<file path="src/assert_macros.svh">
// Assertion macros used by the top level of the ROM search engine.
`ifndef ASSERT_MACROS_SVH
`define ASSERT_MACROS_SVH
`ifndef SYNTHESIS
`define OWRS_ASSERT_IMPL(lbl, clk, rst_n, ante, cons, msg) \
  lbl: assert property (@(posedge clk) disable iff (!rst_n) (ante) |-> (cons)) \
    else $error(msg);
`define OWRS_ASSERT_NEXT(lbl, clk, rst_n, ante, cons, msg) \
  lbl: assert property (@(posedge clk) disable iff (!rst_n) (ante) |=> (cons)) \
    else $error(msg);
`else
`define OWRS_ASSERT_IMPL(lbl, clk, rst_n, ante, cons, msg)
`define OWRS_ASSERT_NEXT(lbl, clk, rst_n, ante, cons, msg)
`endif
`endif

</file>
<file path="src/owrs_pkg.sv">
// Types, codes and helper functions of the ROM search engine.
`default_nettype none
package owrs_pkg;

  localparam int CODE_BITS = 64;
  localparam int IDX_W     = $clog2(CODE_BITS);
  localparam int ROM_W     = 64;
  localparam int CNT_W     = 8;
  localparam int CRC_W     = 8;
  localparam logic [CRC_W-1:0] CRC_POLY = 8'h8C;
  localparam logic [CNT_W-1:0] MAX_DEV_RESET = 8'd8;
  localparam logic [IDX_W-1:0] LAST_POS = IDX_W'(CODE_BITS - 1);

  typedef enum logic [1:0] {
    REQ_BEGIN = 2'd0,
    REQ_RESET = 2'd1,
    REQ_BIT   = 2'd2
  } req_type_t;

  typedef enum logic [2:0] {
    ST_ACCEPTED    = 3'd0,
    ST_DIRECTION   = 3'd1,
    ST_FOUND       = 3'd2,
    ST_NO_PRESENCE = 3'd3,
    ST_BUS_ERROR   = 3'd4,
    ST_CRC_ERROR   = 3'd5,
    ST_OUT_OF_SEQ  = 3'd6
  } status_t;

  typedef enum logic [2:0] {
    PH_IDLE  = 3'b001,
    PH_READY = 3'b010,
    PH_PASS  = 3'b100
  } phase_t;

  typedef struct packed {
    logic [1:0] req_type;
    logic       presence;
    logic       id_bit;
    logic       inv_bit;
  } owrs_req_t;

  typedef struct packed {
    status_t          status;
    logic             send_bit;
    logic [ROM_W-1:0] rom_code;
    logic [CNT_W-1:0] device_number;
    logic             search_finished;
  } owrs_rsp_t;

  // Control state of the search; the assembled code is kept apart.
  typedef struct packed {
    phase_t           phase;
    logic             lb_vld;
    logic [IDX_W-1:0] lb_idx;
    logic             lzb_vld;
    logic [IDX_W-1:0] lzb_idx;
    logic [IDX_W-1:0] pos;
    logic [CRC_W-1:0] crc;
    logic [CNT_W-1:0] found;
  } owrs_state_t;

  function automatic logic [CRC_W-1:0] crc_step(input logic [CRC_W-1:0] crc,
                                                input logic bit_in);
    logic [CRC_W-1:0] shifted;
    shifted = crc >> 1;
    return (crc[0] ^ bit_in) ? (shifted ^ CRC_POLY) : shifted;
  endfunction

endpackage
`default_nettype wire

</file>
<file path="src/owrs_step.sv">
// Next-state and result logic of the ROM search engine for one request.
`default_nettype none
module owrs_step (
  input  owrs_pkg::owrs_state_t                 cur,
  input  logic [owrs_pkg::CODE_BITS-1:0]        code,
  input  owrs_pkg::owrs_req_t                   req,
  input  logic [owrs_pkg::CNT_W-1:0]            max_dev,
  output owrs_pkg::owrs_state_t                 nxt,
  output logic [owrs_pkg::CODE_BITS-1:0]        code_nxt,
  output owrs_pkg::owrs_rsp_t                   rsp
);
  import owrs_pkg::*;

  logic             dir;
  logic             lzb_vld_new;
  logic [IDX_W-1:0] lzb_idx_new;
  logic [CRC_W-1:0] crc_new;
  logic [CNT_W-1:0] found_new;
  logic             done;

  // Direction choice from the last-discrepancy rules.
  always_comb begin
    dir         = req.id_bit;
    lzb_vld_new = cur.lzb_vld;
    lzb_idx_new = cur.lzb_idx;
    if (!req.id_bit && !req.inv_bit) begin
      if (cur.lb_vld && (cur.pos == cur.lb_idx)) begin
        dir = 1'b1;
      end else if (!cur.lb_vld || (cur.pos > cur.lb_idx)) begin
        dir = 1'b0;
      end else begin
        dir = code[cur.pos];
      end
      if (!dir) begin
        lzb_vld_new = 1'b1;
        lzb_idx_new = cur.pos;
      end
    end
  end

  assign crc_new   = crc_step(cur.crc, dir);
  assign found_new = cur.found + CNT_W'(1);
  assign done      = !lzb_vld_new || (found_new >= max_dev);

  always_comb begin
    nxt      = cur;
    code_nxt = code;
    rsp      = '{status: ST_OUT_OF_SEQ, send_bit: 1'b0, rom_code: '0,
                 device_number: cur.found, search_finished: 1'b0};
    case (req.req_type)
      REQ_BEGIN: begin
        nxt.phase         = PH_READY;
        nxt.lb_vld        = 1'b0;
        nxt.lzb_vld       = 1'b0;
        nxt.pos           = '0;
        nxt.crc           = '0;
        nxt.found         = '0;
        code_nxt          = '0;
        rsp.status        = ST_ACCEPTED;
        rsp.device_number = '0;
      end
      REQ_RESET: begin
        if (cur.phase == PH_READY) begin
          if (!req.presence) begin
            nxt.phase = PH_IDLE;
            if (cur.found != '0) begin
              rsp.status          = ST_ACCEPTED;
              rsp.search_finished = 1'b1;
            end else begin
              rsp.status = ST_NO_PRESENCE;
            end
          end else begin
            nxt.phase   = PH_PASS;
            nxt.pos     = '0;
            nxt.lzb_vld = 1'b0;
            nxt.crc     = '0;
            rsp.status  = ST_ACCEPTED;
          end
        end
      end
      REQ_BIT: begin
        if (cur.phase == PH_PASS) begin
          if (req.id_bit && req.inv_bit) begin
            nxt.phase  = PH_IDLE;
            rsp.status = ST_BUS_ERROR;
          end else begin
            code_nxt[cur.pos] = dir;
            nxt.lzb_vld       = lzb_vld_new;
            nxt.lzb_idx       = lzb_idx_new;
            nxt.crc           = crc_new;
            nxt.pos           = cur.pos + IDX_W'(1);
            rsp.send_bit      = dir;
            if (cur.pos != LAST_POS) begin
              rsp.status = ST_DIRECTION;
            end else if (crc_new != '0) begin
              nxt.phase  = PH_IDLE;
              rsp.status = ST_CRC_ERROR;
            end else begin
              nxt.found           = found_new;
              nxt.lb_vld          = lzb_vld_new;
              nxt.lb_idx          = lzb_idx_new;
              nxt.phase           = done ? PH_IDLE : PH_READY;
              rsp.status          = ST_FOUND;
              rsp.rom_code        = ROM_W'(code_nxt);
              rsp.device_number   = found_new;
              rsp.search_finished = done;
            end
          end
        end
      end
      default: begin
        rsp.status = ST_OUT_OF_SEQ;
      end
    endcase
  end

endmodule
`default_nettype wire

</file>
<file path="src/onewire_rom_search.sv">
// Top level of the single-wire bus ROM search engine.
//
//   Channel   Direction  Handshake          Payload
//   in_       inbound    in_valid/in_stall  owrs_req_t (req_type, presence, bit pair)
//   out_      outbound   out_valid/out_stall owrs_rsp_t (status, send_bit, code, count)
//   cfg_      inbound    cfg_valid/cfg_ready cfg_data: max_devices
//
// Every request yields exactly one response, which passes through the request register
// and then the response register before it can be taken.
// A new request is taken in every cycle while in_stall is low; throughput is one
// request per cycle, set by the combinational state update in the step logic.
// Reset (rst_n low, synchronous) clears the search to idle and max_devices to 8.
// A stalled output holds its response; the request register then holds too and
// in_stall rises, so nothing is lost or repeated.
`default_nettype none
module onewire_rom_search (
  input  logic                        clk,
  input  logic                        rst_n,
  input  logic                        in_valid,
  output logic                        in_stall,
  input  owrs_pkg::owrs_req_t         in_data,
  output logic                        out_valid,
  input  logic                        out_stall,
  output owrs_pkg::owrs_rsp_t         out_data,
  input  logic                        cfg_valid,
  output logic                        cfg_ready,
  input  logic [owrs_pkg::CNT_W-1:0]  cfg_data
);
  import owrs_pkg::*;

`include "assert_macros.svh"

  // Request register: the first stage of the two-stage pipeline.
  logic                 in_vld_r, in_vld_nxt;
  owrs_req_t            in_req_r;

  // Search state. The code register is payload and has no reset.
  owrs_state_t          st_r, st_nxt;
  logic [CODE_BITS-1:0] code_r, code_nxt;

  // Response register.
  logic                 out_vld_r, out_vld_nxt;
  owrs_rsp_t            out_rsp_r, rsp;

  logic [CNT_W-1:0]     max_dev_r;

  logic                 advance;
  logic                 fire;
  logic                 in_acc;

  // The response register can take a new value when empty or being drained.
  assign advance  = !out_vld_r || !out_stall;
  assign fire     = in_vld_r && advance;
  assign in_stall = in_vld_r && !advance;
  assign in_acc   = in_valid && !in_stall;

  assign in_vld_nxt  = (in_vld_r && !fire) || in_acc;
  assign out_vld_nxt = fire || (out_vld_r && out_stall);

  // The register accepts writes at any time; the user writes it only when idle.
  assign cfg_ready = 1'b1;

  owrs_step u_step (
    .cur      (st_r),
    .code     (code_r),
    .req      (in_req_r),
    .max_dev  (max_dev_r),
    .nxt      (st_nxt),
    .code_nxt (code_nxt),
    .rsp      (rsp)
  );

  always_ff @(posedge clk) begin
    if (!rst_n) begin
      in_vld_r  <= 1'b0;
      out_vld_r <= 1'b0;
      max_dev_r <= MAX_DEV_RESET;
      st_r      <= '{phase: PH_IDLE, lb_vld: 1'b0, lb_idx: '0, lzb_vld: 1'b0,
                     lzb_idx: '0, pos: '0, crc: '0, found: '0};
    end else begin
      in_vld_r  <= in_vld_nxt;
      out_vld_r <= out_vld_nxt;
      if (cfg_valid && cfg_ready) begin
        max_dev_r <= cfg_data;
      end
      if (fire) begin
        st_r <= st_nxt;
      end
    end
  end

  // Payload registers.
  always_ff @(posedge clk) begin
    if (in_acc) begin
      in_req_r <= in_data;
    end
    if (fire) begin
      code_r    <= code_nxt;
      out_rsp_r <= rsp;
    end
  end

  assign out_valid = out_vld_r;
  assign out_data  = out_rsp_r;

  // A processed request always lands in the response register.
  `OWRS_ASSERT_NEXT(a_fire_to_out, clk, rst_n, fire, out_vld_r,
    "processed request did not produce a response")
  // Finding a device advances the device count by exactly one.
  `OWRS_ASSERT_NEXT(a_found_count, clk, rst_n, fire && (rsp.status == ST_FOUND),
    st_r.found == CNT_W'($past(st_r.found) + CNT_W'(1)), "device count did not advance")
  // A direction response moves to the next bit of the pass.
  `OWRS_ASSERT_NEXT(a_dir_pos, clk, rst_n, fire && (rsp.status == ST_DIRECTION),
    st_r.pos == IDX_W'($past(st_r.pos) + IDX_W'(1)), "bit position did not advance")
  // A finished search leaves the engine idle.
  `OWRS_ASSERT_NEXT(a_finish_idle, clk, rst_n, fire && rsp.search_finished,
    st_r.phase == PH_IDLE, "engine not idle after the search finished")

endmodule
`default_nettype wire

</file>
<file path="config.mk">
export PLATFORM = sky130hd
export DESIGN_NAME = onewire_rom_search
export DESIGN_NICKNAME = d
export VERILOG_FILES = /design/src/owrs_pkg.sv /design/src/owrs_step.sv /design/src/onewire_rom_search.sv
export VERILOG_INCLUDE_DIRS = /design/src /design/src/src
export SDC_FILE = /design/constraint.sdc
export NUM_CORES = 1
export LEC_CHECK = 0
export ABC_AREA = 1
export BUFFER_PORTS_ARGS = -buffer_cell sky130_fd_sc_hd__buf_2
export CAP_MARGIN = 20
export CORE_MARGIN = 5
export CORE_UTILIZATION = 64
export DETAILED_ROUTE_END_ITERATION = 8
export PLACE_DENSITY = 0.92
export SETUP_SLACK_MARGIN = 0.15
export SLEW_MARGIN = 30
export SYNTH_ARGS = -nofsm -noshare
export SYNTH_HDL_FRONTEND = slang
export SYNTH_SLANG_ARGS = --single-unit
</file>
<file path="constraint.sdc">
create_clock -name clk -period 13.5 [get_ports clk]
set_clock_uncertainty 0.1 [all_clocks]
set_input_delay 1.35 -clock clk [delete_from_list [all_inputs] [get_ports clk]]
set_output_delay 1.35 -clock clk [all_outputs]
set_load 0.01 [all_outputs]
</file>
* Yosys cells after proc, flatten, opt, wreduce, memory -nomap -nowiden
Index checks and enable logic that the tools add are counted.
Word-level totals: register bits 195, bits of input ports 18, logic and storage cells 136
Cells by class: add/subtract/negate cells 2, order comparisons 4, equal/unequal tests 13, multiplexer cells 53, bitwise logic cells 7, reductions and logical operators 36
Operators by type and width (number):
- $mux 73 | 2
- $mux 64 | 2
- $pmux 64 s2 | 1
- $mux 77 | 1
- $mux 74 | 1
- $bwmux 64 | 1
- $pmux 14 s3 | 1
- $mux 39 | 1
- $mux 36 | 1
- $pmux 8 s2 | 2
- $mux 14 | 2
- $mux 3 | 9
- $mux 8 | 3
- $pmux 3 s3 | 2
- $reduce_and 6->1 | 3
- $reduce_bool 8->1 | 2
- $mux 1 | 13
- $mux 6 | 2
- $mux 10 | 1
- $logic_and 1x1->1 | 9
- $logic_not 1->1 | 9
- $add 8x1->8 const B | 1
- $ge 8x8->1 | 1
- $ne 2x2->1 const B | 4
- other kinds (29) | 41

* Logic depth before layout (Yosys ltp)
Gate-level depths: netlist (run 1).
word-level depth 15, mapped depth 25, mapped depth without buffers 23

* Modules after synthesis
From an unflattened synthesis (run 1), not the netlist that was laid out.
Unflattened totals: cells, all modules 1349, area total of the unflattened synthesis 11001.8 µm²
By module, submodules not included:
- onewire_rom_search | instances 1, cells each 449, area an instance 6476.2 µm², sequential area each 5365.1 µm²
- owrs_step | instances 1, cells each 900, area an instance 4525.6 µm², sequential area each 0.0 µm²

* Least setup slack after synthesis (run 1)
OpenSTA, ideal clock, no wires.
path type in2reg, start in out_stall, end reg st_r[35] (netlist name), setup time 0.113 ns, arrival 9.119 ns, required time 13.287 ns, slack 4.168 ns, cell stages on the path 11, path buffers 1, cell sequence nand2_1 inv_1 nor2_1 inv_1 a21oi_1 inv_1 nor2_1 nand2_2 buf_6 nor2_1 nor2_1
On the way: cells in the longest elaborated chain, start to end 4
Ends and longest elaborated chain:
- start: declaration | line onewire_rom_search.sv:23 | input logic out_stall,
- $logic_not 1->1 | line onewire_rom_search.sv:52 | assign advance = !out_vld_r || !out_stall;
- $logic_or 1x1->1 | line onewire_rom_search.sv:52
- $logic_and 1x1->1 | line onewire_rom_search.sv:53 | assign fire = in_vld_r && advance;
- net fire | line onewire_rom_search.sv:48 | logic fire;
- $reduce_and 6->1 (no source line)
- end signal: assignment | line onewire_rom_search.sv:78 | st_r <= '{phase: PH_IDLE, lb_vld: 1'b0, lb_idx: '0, lzb_vld: 1'b0,
- end signal: assignment | line onewire_rom_search.sv:87 | st_r <= st_nxt;
- end: declaration | line onewire_rom_search.sv:38 | owrs_state_t st_r, st_nxt;
The timed path passes the listed nets, and every way through them passes these cells. A chain may end at the register's enable or synchronous reset.

==> impl_metrics.toml, run 1 <==
[critical_path]
crit_fanout = 36
timing.rr.start = "st_r[17]$_SDFFE_PN0P_"
cp.arrival_ns = 4.57
crit_type = "register to register"
start_kind = "register"
r2r_end = "out_data[7]$_DFFE_PP_"
reg2reg_slack_ns = 9.03
reg2reg_depth = 20
worstPathRequired_ns = 13.60
worst_setup_path_end_kind = "register"

[routing]
vias = 8673
drt_first_pass_iters = 7
drt_iter0_drc = 1327
drtAntennaViolNets = 0
drcViolationCount = 0
avgRoutedWirePerCell_um = 16.0
routed_wl_um = 24300
vias_per_cell = 5.71

[clock_tree]
clk_path_buf_depth = 2
cts-root-buf = "clkbuf_16"
tritoncts = "built"
htreeDepth = 4
post_cts_buffers = 0
post_cts_resized = 0
cts-buffers-inserted = 17
insertion_delay_ns = 0.44
clock-sinks = 195
clk_pin_slew_worst_paths_ns = 0.07
cts_hold_buffers = 0

[placed_design]
placedCellCount = 1488
place.port_buffers = 96
globalplace.congestion = 0.902
dpl.hpwl_um = 15900

[global_route]
grt_max_degree = 80
grtUsageTotal = 0.273
grt.overflow.total = 0
grt_pass1_vias = 8424
grt_pass1_wl_um = 40200
antenna_found_initial = 0

[timing]
post-route-period-util = 0.331
fmax_mhz = 224
tns_ns = 0
relSlewSlack = 0.379
worstMarginPinSlew_ns = 0.930
drv_slew = 0
whs_ns = 0.363
hold_viol = 0
period_needed_ns = 4.47
rsz0062_at_grt = "false"
setup_viol = 0

[cells_and_area]
fin_nets = 1330
final_common_cell = "nand2_1"
n_fill_cell = 1111
drive_gt1_frac = 0.151
postLayoutCoreUtil = 0.722
layout_common_cells = "nand2_1 (259), inv_1 (196), nor2_1 (152)"
areaGrowthSynthToFinish_pct = 11.7
stdcell_count = 1520
diodes = 0

[synth]
synth_area_um2 = 10200
yosysUniqueCellTypes = 42
seq_area_frac_synth = 0.528
synth_fp_nets = 1254
ys.flop_type = "edfxtp_1"
synthCells = 1215
yosys_warnings = 0
syn_area_per_cell_um2 = 8.36
ys_ff_latch = 195
synth_edf_count = 146
async_flop_share = 0

[worst_hold_path]
hp-class = "register to register"
holdPathStages = 2
worstHoldStart = "st_r[28]$_SDFFE_PN0P_"
hold_end = "st_r[28]$_SDFFE_PN0P_"

[power]
power_density_nw_per_um2 = 112
peakVddDrop_uv = 85.8
total_power_uw = 1280
p_leak_uw = 0.00519

[die]
dieArea_um2 = 18500
start_util = 0.646
ios = 98
core_area_um2 = 15700
row_count = 46
die_height_um = 136
dieWidth_um = 136

[job]
max-cap-violations = 0

[status]
outcome = "finished, final reports clean"
==> metrics by stage <==
stage / instance area, µm² / setup slack, ns
6_report: 11300 / 9.03
5_1_grt: 11300 / 8.84
4_1_cts: 11300 / 9.13
3_5_place_dp: 10700 / 8.80
3_3_place_gp: 10700 / 9.04
2_1_floorplan: 10200 / 4.17
==> worst max-delay path: stages (launching register included) <==
cell and delay (ns):
dfxtp_1 0.77, inv_2 0.27, nor2_1 0.53, nand3_1 0.19, nand2_1 0.13, o21ai_1 0.07
nand3_1 0.09, nor2_1 0.06, nand2_1 0.08, nand2_2 0.08, nand3_2 0.10, nand2_4 0.09
nand2_4 0.07, nand2_4 0.07, nand3_4 0.08, nor2_4 0.05, nand2_2 0.48, buf_4 0.59
nand2_1 0.13, nand3_1 0.11, nand2_1 0.06
==> Yosys cell counts (2+ instances only) <==
library cell	n	share of area
nand2_1	259	0.096
inv_1	196	0.072
nor2_1	154	0.057
edfxtp_1	146	0.43
nand3_1	125	0.062
o21ai_0	64	0.032
a21oi_1	52	0.026
dfxtp_1	49	0.097
or2_2	30	0.018
ha_1	21	0.026
clkbuf_1	18	0.0067
nor2_4	12	0.013
nor3_1	12	0.0059
buf_4	8	0.0059
o211ai_1	8	0.0059
buf_1	7	0.0026
xor2_1	7	0.0060
buf_2	5	0.0025
buf_6	5	0.0055
nand2_2	5	0.0031
nand2_4	3	0.0033
nand4_1	3	0.0018
a211oi_1	2	0.0015
clkinv_1	2	0.00074
inv_2	2	0.00074
nor2_2	2	0.0012
nor3_2	2	0.0020
o21ai_1	2	0.00099
==> worst max path at each step <==
stage | startpoint | end | slack, ns | depth (start not counted)
after detailed placement | out_stall | st_r[35]$_SDFFE_PN0P_ | 8.80 | 14
after global routing | st_r[17]$_SDFFE_PN0P_ | out_data[7]$_DFFE_PP_ | 8.84 | 20
after floorplan | out_stall | st_r[35]$_SDFFE_PN0P_ | 4.17 | 11
final | st_r[17]$_SDFFE_PN0P_ | out_data[7]$_DFFE_PP_ | 9.03 | 20
after global placement | out_stall | st_r[35]$_SDFFE_PN0P_ | 9.04 | 13
after CTS | st_r[17]$_SDFFE_PN0P_ | out_data[7]$_DFFE_PP_ | 9.13 | 20
==> routing by layer <==
| layer | wire [µm] | part of all wire | track usage | up-vias |
|---|---|---|---|---|
| met4 | 1030 | 0.042 | 0.133 | 0 |
| met2 | 11800 | 0.49 | 0.456 | 553 |
| li1 | - | - | - | 4056 |
| met1 | 8890 | 0.37 | 0.340 | 3962 |
| met5 | 0 | 0 | 0 | - |
| met3 | 2580 | 0.11 | 0.0563 | 102 |
==> kinds of logic (layout without fill, tap and decap cells) <==
family | Yosys count | in the layout | share of synthesized area
AND/OR/NAND/NOR | 614 | 614 | 0.271
buffers and inverters | 245 | 334 | 0.0997
flip-flops | 195 | 195 | 0.528
AO/OA/AOI/OAI | 131 | 131 | 0.0679
adder cells (fa/ha/maj) | 21 | 21 | 0.0259
XOR/XNOR | 8 | 8 | 0.00690
other | 1 | 1 | 0.000369
==> sequential cells by signal, summed over array words and instances (netlist names) <==
signal,cells
code_r,64
in_req_r,5
in_vld_r,1
max_dev_r,8
out_data,77
out_valid,1
st_r,39
==> report_power, final <==
part | internal [µW] | switching (µW)
clock | 303 | 230
combinational | 22.4 | 55.5
sequential | 659 | 6.08
==> area by class of cell <==
| cell class | instances | area (µm²) | area share |
|---|---|---|---|
| clock inverters | 11 | 138 | 0.0121 |
| clock buffers | 21 | 492 | 0.0433 |
| well taps | 216 | 270 | 0.0238 |
| flip-flops and latches | 195 | 5370 | 0.473 |
| repair buffers | 101 | 522 | 0.0460 |
| multi-input cells | 775 | 3800 | 0.335 |
| inverters | 201 | 763 | 0.0673 |
Note: power is estimated with default switching activity, not from simulation.
==> run 2, diff against run 1 <==
CORE_UTILIZATION = 54   (was 64)
PLACE_DENSITY = 0.84   (was 0.92)
clock period = 4.1 ns   (was 13.5 ns; I/O delays follow)
==> impl_metrics.toml, run 2 (synthesis results as in run 1) <==
[timing]
drv_slew = 0
post-route-period-util = 0.863
rsz0062_at_grt = "false"
worstMarginPinSlew_ns = 0.769
fmax_mhz = 283
hold_viol = 0
relSlewSlack = 0.487
tns_ns = 0
period_needed_ns = 3.54
setup_viol = 0
setup_ws_ns = 0.563

[cells_and_area]
n_fill_cell = 1571
layout_common_cells = "nand2_1 (259), inv_1 (196), nor2_1 (152)"
drive_gt1_frac = 0.152
areaGrowthSynthToFinish_pct = 12.1
ff_latch_area_um2 = 5370
final_common_cell = "nand2_1"
multiInputGateArea_um2 = 3800
fin_nets = 1337
diodes = 0
largest_reg_flops = 77

[worst_hold_path]
worstHoldStart = "in_data[2]"
hold_end = "in_req_r[2]$_DFFE_PP_"
holdPathStages = 1
hp-class = "input port to register"

[clock_tree]
cts_hold_buffers = 0
tritoncts = "built"
insertion_delay_ns = 0.44
clk_path_buf_depth = 2
htreeDepth = 4
clk_pin_slew_worst_paths_ns = 0.07
clock-sinks = 195
cts-buffers-inserted = 17
post_cts_buffers = 0
cts-root-buf = "clkbuf_16"
post_cts_resized = 0

[status]
outcome = "finished, final reports clean"

[critical_path]
cp.arrival_ns = 3.63
slowest_stage = "dfxtp_1"
start_kind = "register"
timing.rr.start = "st_r[16]$_SDFFE_PN0P_"
crit_chain = "buf_4, nand2_1, nand3_1, nand2_1, o21ai_0, nand3_1, nor2_1, nand2_1, nand2_2, nand3_2, nand2_4, nand2_4, nand2_4, nand4_2, nor2_1, nand2_1, nand3_1, nand2_1"
crit_fanout = 31
startpoint = "st_r[16]$_SDFFE_PN0P_"
r2r_end = "out_data[7]$_DFFE_PP_"
crit_top_cell = "nand2_1"
crit_path_max_incr_delay_ns = 0.66
reg2reg_depth = 18
worst_setup_path_end_kind = "register"
worstPathRequired_ns = 4.19
crit_type = "register to register"
reg2reg_slack_ns = 0.56

[global_route]
grt.overflow.total = 0
antenna_found_initial = 0
grt_pass1_vias = 7799
grtUsageTotal = 0.219
grt_max_degree = 79
grt_pass1_wl_um = 38600

[die]
row_count = 50
ios = 98
core_area_um2 = 18600
dieWidth_um = 147
die_height_um = 147
start_util = 0.545
dieArea_um2 = 21700

[placed_design]
place_ws_ns = 0.642
dpl.hpwl_um = 16200
place.port_buffers = 96
globalplace.congestion = 0.905

[routing]
routed_wl_um = 23400
avgRoutedWirePerCell_um = 15.1
drtAntennaViolNets = 0
vias = 8351
drt_first_pass_iters = 6
drcViolationCount = 0
vias_per_cell = 5.41
drt_iter0_drc = 1149

[power]
power_density_nw_per_um2 = 358
peakVddDrop_uv = 324
p_leak_uw = 0.00521

[job]
max-cap-violations = 0
-- run 2: cell types whose count changed in the layout (fill, tap and decap cells not counted), sizes merged --
| cell | change |
|---|---|
| clkinv | +4 |
| clkbuf | -2 |
| inv | -2 |
| buf | +7 |
-- run 2: how the worst max path moves through the flow --
stage	end
final	out_data[7]$_DFFE_PP_
after global routing	out_data[7]$_DFFE_PP_
after CTS	out_data[7]$_DFFE_PP_
after detailed placement	out_data[7]$_DFFE_PP_
after global placement	out_data[5]$_DFFE_PP_
after floorplan	st_r[35]$_SDFFE_PN0P_
-- run 2: worst max-delay path: cells and delay by family, from the launching register on --
family          cells  cell delay [ns]
simple gates       16             1.96
buf+inv             1             0.41
flops               1             0.66
compound gates      1             0.15
-- run 2: power breakdown --
part	internal [µW]	switching, µW	total [µW]	leakage [µW]
sequential	2170	21.0	2190	0.00184
clock	898	735	1630	0.000278
combinational	76.2	179	256	0.00309
total	3140	935	4080	0.00521
-- run 2: final cells by class --
class	count	share of cell area
Tap cell	234	0.0257
Clock buffer	19	0.0380
Sequential cell	195	0.471
Clock inverter	13	0.0118
Multi-Input combinational cell	775	0.334
Inverter	201	0.0669
Timing Repair Buffer	108	0.0526
-- run 2: through the flow --
step	total power, µW	util	instances	area (µm²)	hold slack, ns
floorplan	2410	-	1215	10200	0.332
global placement	2480	0.580	1513	10800	0.349
detailed placement	2490	0.580	1513	10800	0.361
CTS	4100	0.611	1545	11400	0.0329
global route	4220	0.611	1545	11400	0.0264
finish	4080	0.611	1545	11400	0.0445
-- run 2: layer usage --
layer / up-vias / wire, µm / track usage
met1: 3817 / 10000 / 0.299
met5: - / 0 / 0
li1: 4072 / - / -
met3: 61 / 1870 / 0.0438
met4: 0 / 646 / 0.0806
met2: 401 / 10800 / 0.350
==> run 3, diff against run 2 <==
ABC_AREA = default   (was 1)
SETUP_SLACK_MARGIN = 0.5   (was 0.15)
==> impl_metrics.toml, run 3 <==
[status]
outcome = "finished, final reports clean"

[global_route]
antenna_found_initial = 0
grtUsageTotal = 0.221
grt_max_degree = 68
grt_pass1_vias = 6841
grt_pass1_wl_um = 35900
grt.overflow.total = 0

[timing]
setup_viol = 0
hold_viol = 0
worstMarginPinSlew_ns = 0.904
period_needed_ns = 3.46
setup_ws_ns = 0.637
rsz0062_at_grt = "true"
drv_slew = 0
tns_ns = 0
fmax_mhz = 289
post-route-period-util = 0.845
relSlewSlack = 0.397

[synth]
yosysUniqueCellTypes = 54
synth_most_common_cell = "nor2_1"
synth_top_area_frac = 0.452
synth_area_um2 = 9700
syn_area_per_cell_um2 = 10.9
async_flop_share = 0
synthTopCellsByArea = "edfxtp_1 (45%), dfxtp_1 (10%), mux2i_1 (9.9%), nor2_1 (7.2%), nand2_1 (2.8%)"
synthCells = 889
ys.flop_type = "edfxtp_1"
synth_top_area_cell = "edfxtp_1"
ys_ff_latch = 195
synth_edf_count = 146
yosys_warnings = 0
synth_common_cells = "nor2_1 (186), edfxtp_1 (146), mux2i_1 (96)"
synth_fp_nets = 928
seq_area_frac_synth = 0.553

[critical_path]
crit_top_cell = "buf_4"
worst_setup_path_end_kind = "register"
cp.arrival_ns = 3.54
worstPathRequired_ns = 4.18
start_kind = "register"
path_delay_family = "compound AO/OA/AOI/OAI gates"
crit_fanout = 11
slowest_stage = "dfxtp_1"
crit_path_max_incr_delay_ns = 0.53
crit_type = "register to register"
path_buf_inv = 2
crit_chain = "buf_4, mux4_2, o21ai_0, o211ai_1, o31ai_4, buf_4, xor2_2, nor2_1, o311ai_0"

[clock_tree]
tritoncts = "built"
htreeDepth = 4
cts_hold_buffers = 0
clk_pin_slew_worst_paths_ns = 0.07
clock-sinks = 195
clk_path_buf_depth = 2
insertion_delay_ns = 0.44
cts-root-buf = "clkbuf_16"
cts-buffers-inserted = 17

[placed_design]
place.port_buffers = 96
postPlaceCellArea_um2 = 10400
place_ws_ns = 0.391
dpl.hpwl_um = 14900
globalplace.congestion = 0.888

[routing]
vias_per_cell = 5.87
drt_iter0_drc = 792
drtAntennaViolNets = 0
routed_wl_um = 22300
drcViolationCount = 0
avgRoutedWirePerCell_um = 18.5
drt_first_pass_iters = 5
vias = 7103

[die]
ios = 98
row_count = 49
die_height_um = 144
dieArea_um2 = 20700
start_util = 0.544
dieWidth_um = 144
core_area_um2 = 17800

[cells_and_area]
drive_gt1_frac = 0.194
layout_common_cells = "nor2_1 (186), edfxtp_1 (146), mux2i_1 (96), buf_2 (96), nand2_1 (72)"
fin_nets = 1008
diodes = 0
largest_reg_flops = 77
postLayoutCellArea_um2 = 11000
final_common_cell = "nor2_1"
areaGrowthSynthToFinish_pct = 13.7

[power]
p_comb_frac = 0.058
switching_share = 0.231
power_density_nw_per_um2 = 375
p_seq_frac = 0.531
p_sw_uw = 956
p_leak_uw = 0.00406
peakVddDrop_uv = 319
clkPwrFrac = 0.411
p_int_uw = 3180

[worst_hold_path]
hp-class = "input port to register"

[job]
max-cap-violations = 0
run 3: power groups by stage:
stage	registers (µW)	clock network, µW	logic (µW)
2_1_floorplan	2260	0	129
3_3_place_gp	2240	0	232
3_5_place_dp	2240	0	238
4_1_cts	2200	1710	239
5_1_grt	2200	1800	262
6_report	2200	1700	239
run 3: per-stage QoR:
stage	util	cells	hold WS [ns]	power [µW]
floorplan	-	889	0.343	2390
global placement	0.583	1177	0.369	2470
detailed placement	0.583	1177	0.365	2480
CTS	0.616	1208	0.0404	4150
global route	0.618	1210	0.0405	4260
finish	0.618	1210	0.0486	4130
run 3: what timing repair did:
action,CTS,global route
setup buffers,0,2
endpoints found under the setup margin,2,122
pin swaps,0,1
resized for setup,2,4
run 3: worst paths after layout:
path	startpoint	endpoint	slack, ns	cells past startpoint
setup / recovery	st_r[16]$_SDFFE_PN0P_	out_data[76]$_DFFE_PP_	0.64	9
hold / removal	in_data[4]	in_req_r[4]$_DFFE_PP_	0.05	1
setup reg to reg	st_r[16]$_SDFFE_PN0P_	out_data[76]$_DFFE_PP_	0.64	9
hold reg to reg	st_r[35]$_SDFFE_PN0P_	st_r[35]$_SDFFE_PN0P_	0.39	2
run 3: worst reg2reg max path: cells and delay by family, from the launching register on:
family                 cells  cell delay (ns)
multiplexers               1             0.51
XOR/XNOR                   1             0.28
buffers and inverters      2             0.48
AND/OR/NAND/NOR            1             0.09
flip-flops                 1             0.53
AO/OA/AOI/OAI              4             1.23
run 3: cells by family (layout without fill, tap and decap cells):
kind of cell,count (synthesis),in the layout,synth area share
compound gates,63,63,0.0468
xor+xnor,11,11,0.00994
fa+ha+maj,21,21,0.0271
buf+inv,84,176,0.0377
flops,195,195,0.553
mux,120,120,0.141
other cells,1,1,0.000387
simple gates,394,394,0.184
run 3: area by class of cell:
cell class              instances  area (µm²)
flip-flops and latches        195        5370
fillers                      1404        6820
repair buffers                118         671
well taps                     229         287
clock buffers                  18         429
multi-input cells             610        4000
clock inverters                13         166
inverters                      27         101
run 3: per-layer routing:
layer | GRT usage | share of wire
met5 | 0 | 0
met4 | 0.0709 | 0.023
met3 | 0.0522 | 0.084
met1 | 0.314 | 0.43
met2 | 0.339 | 0.46
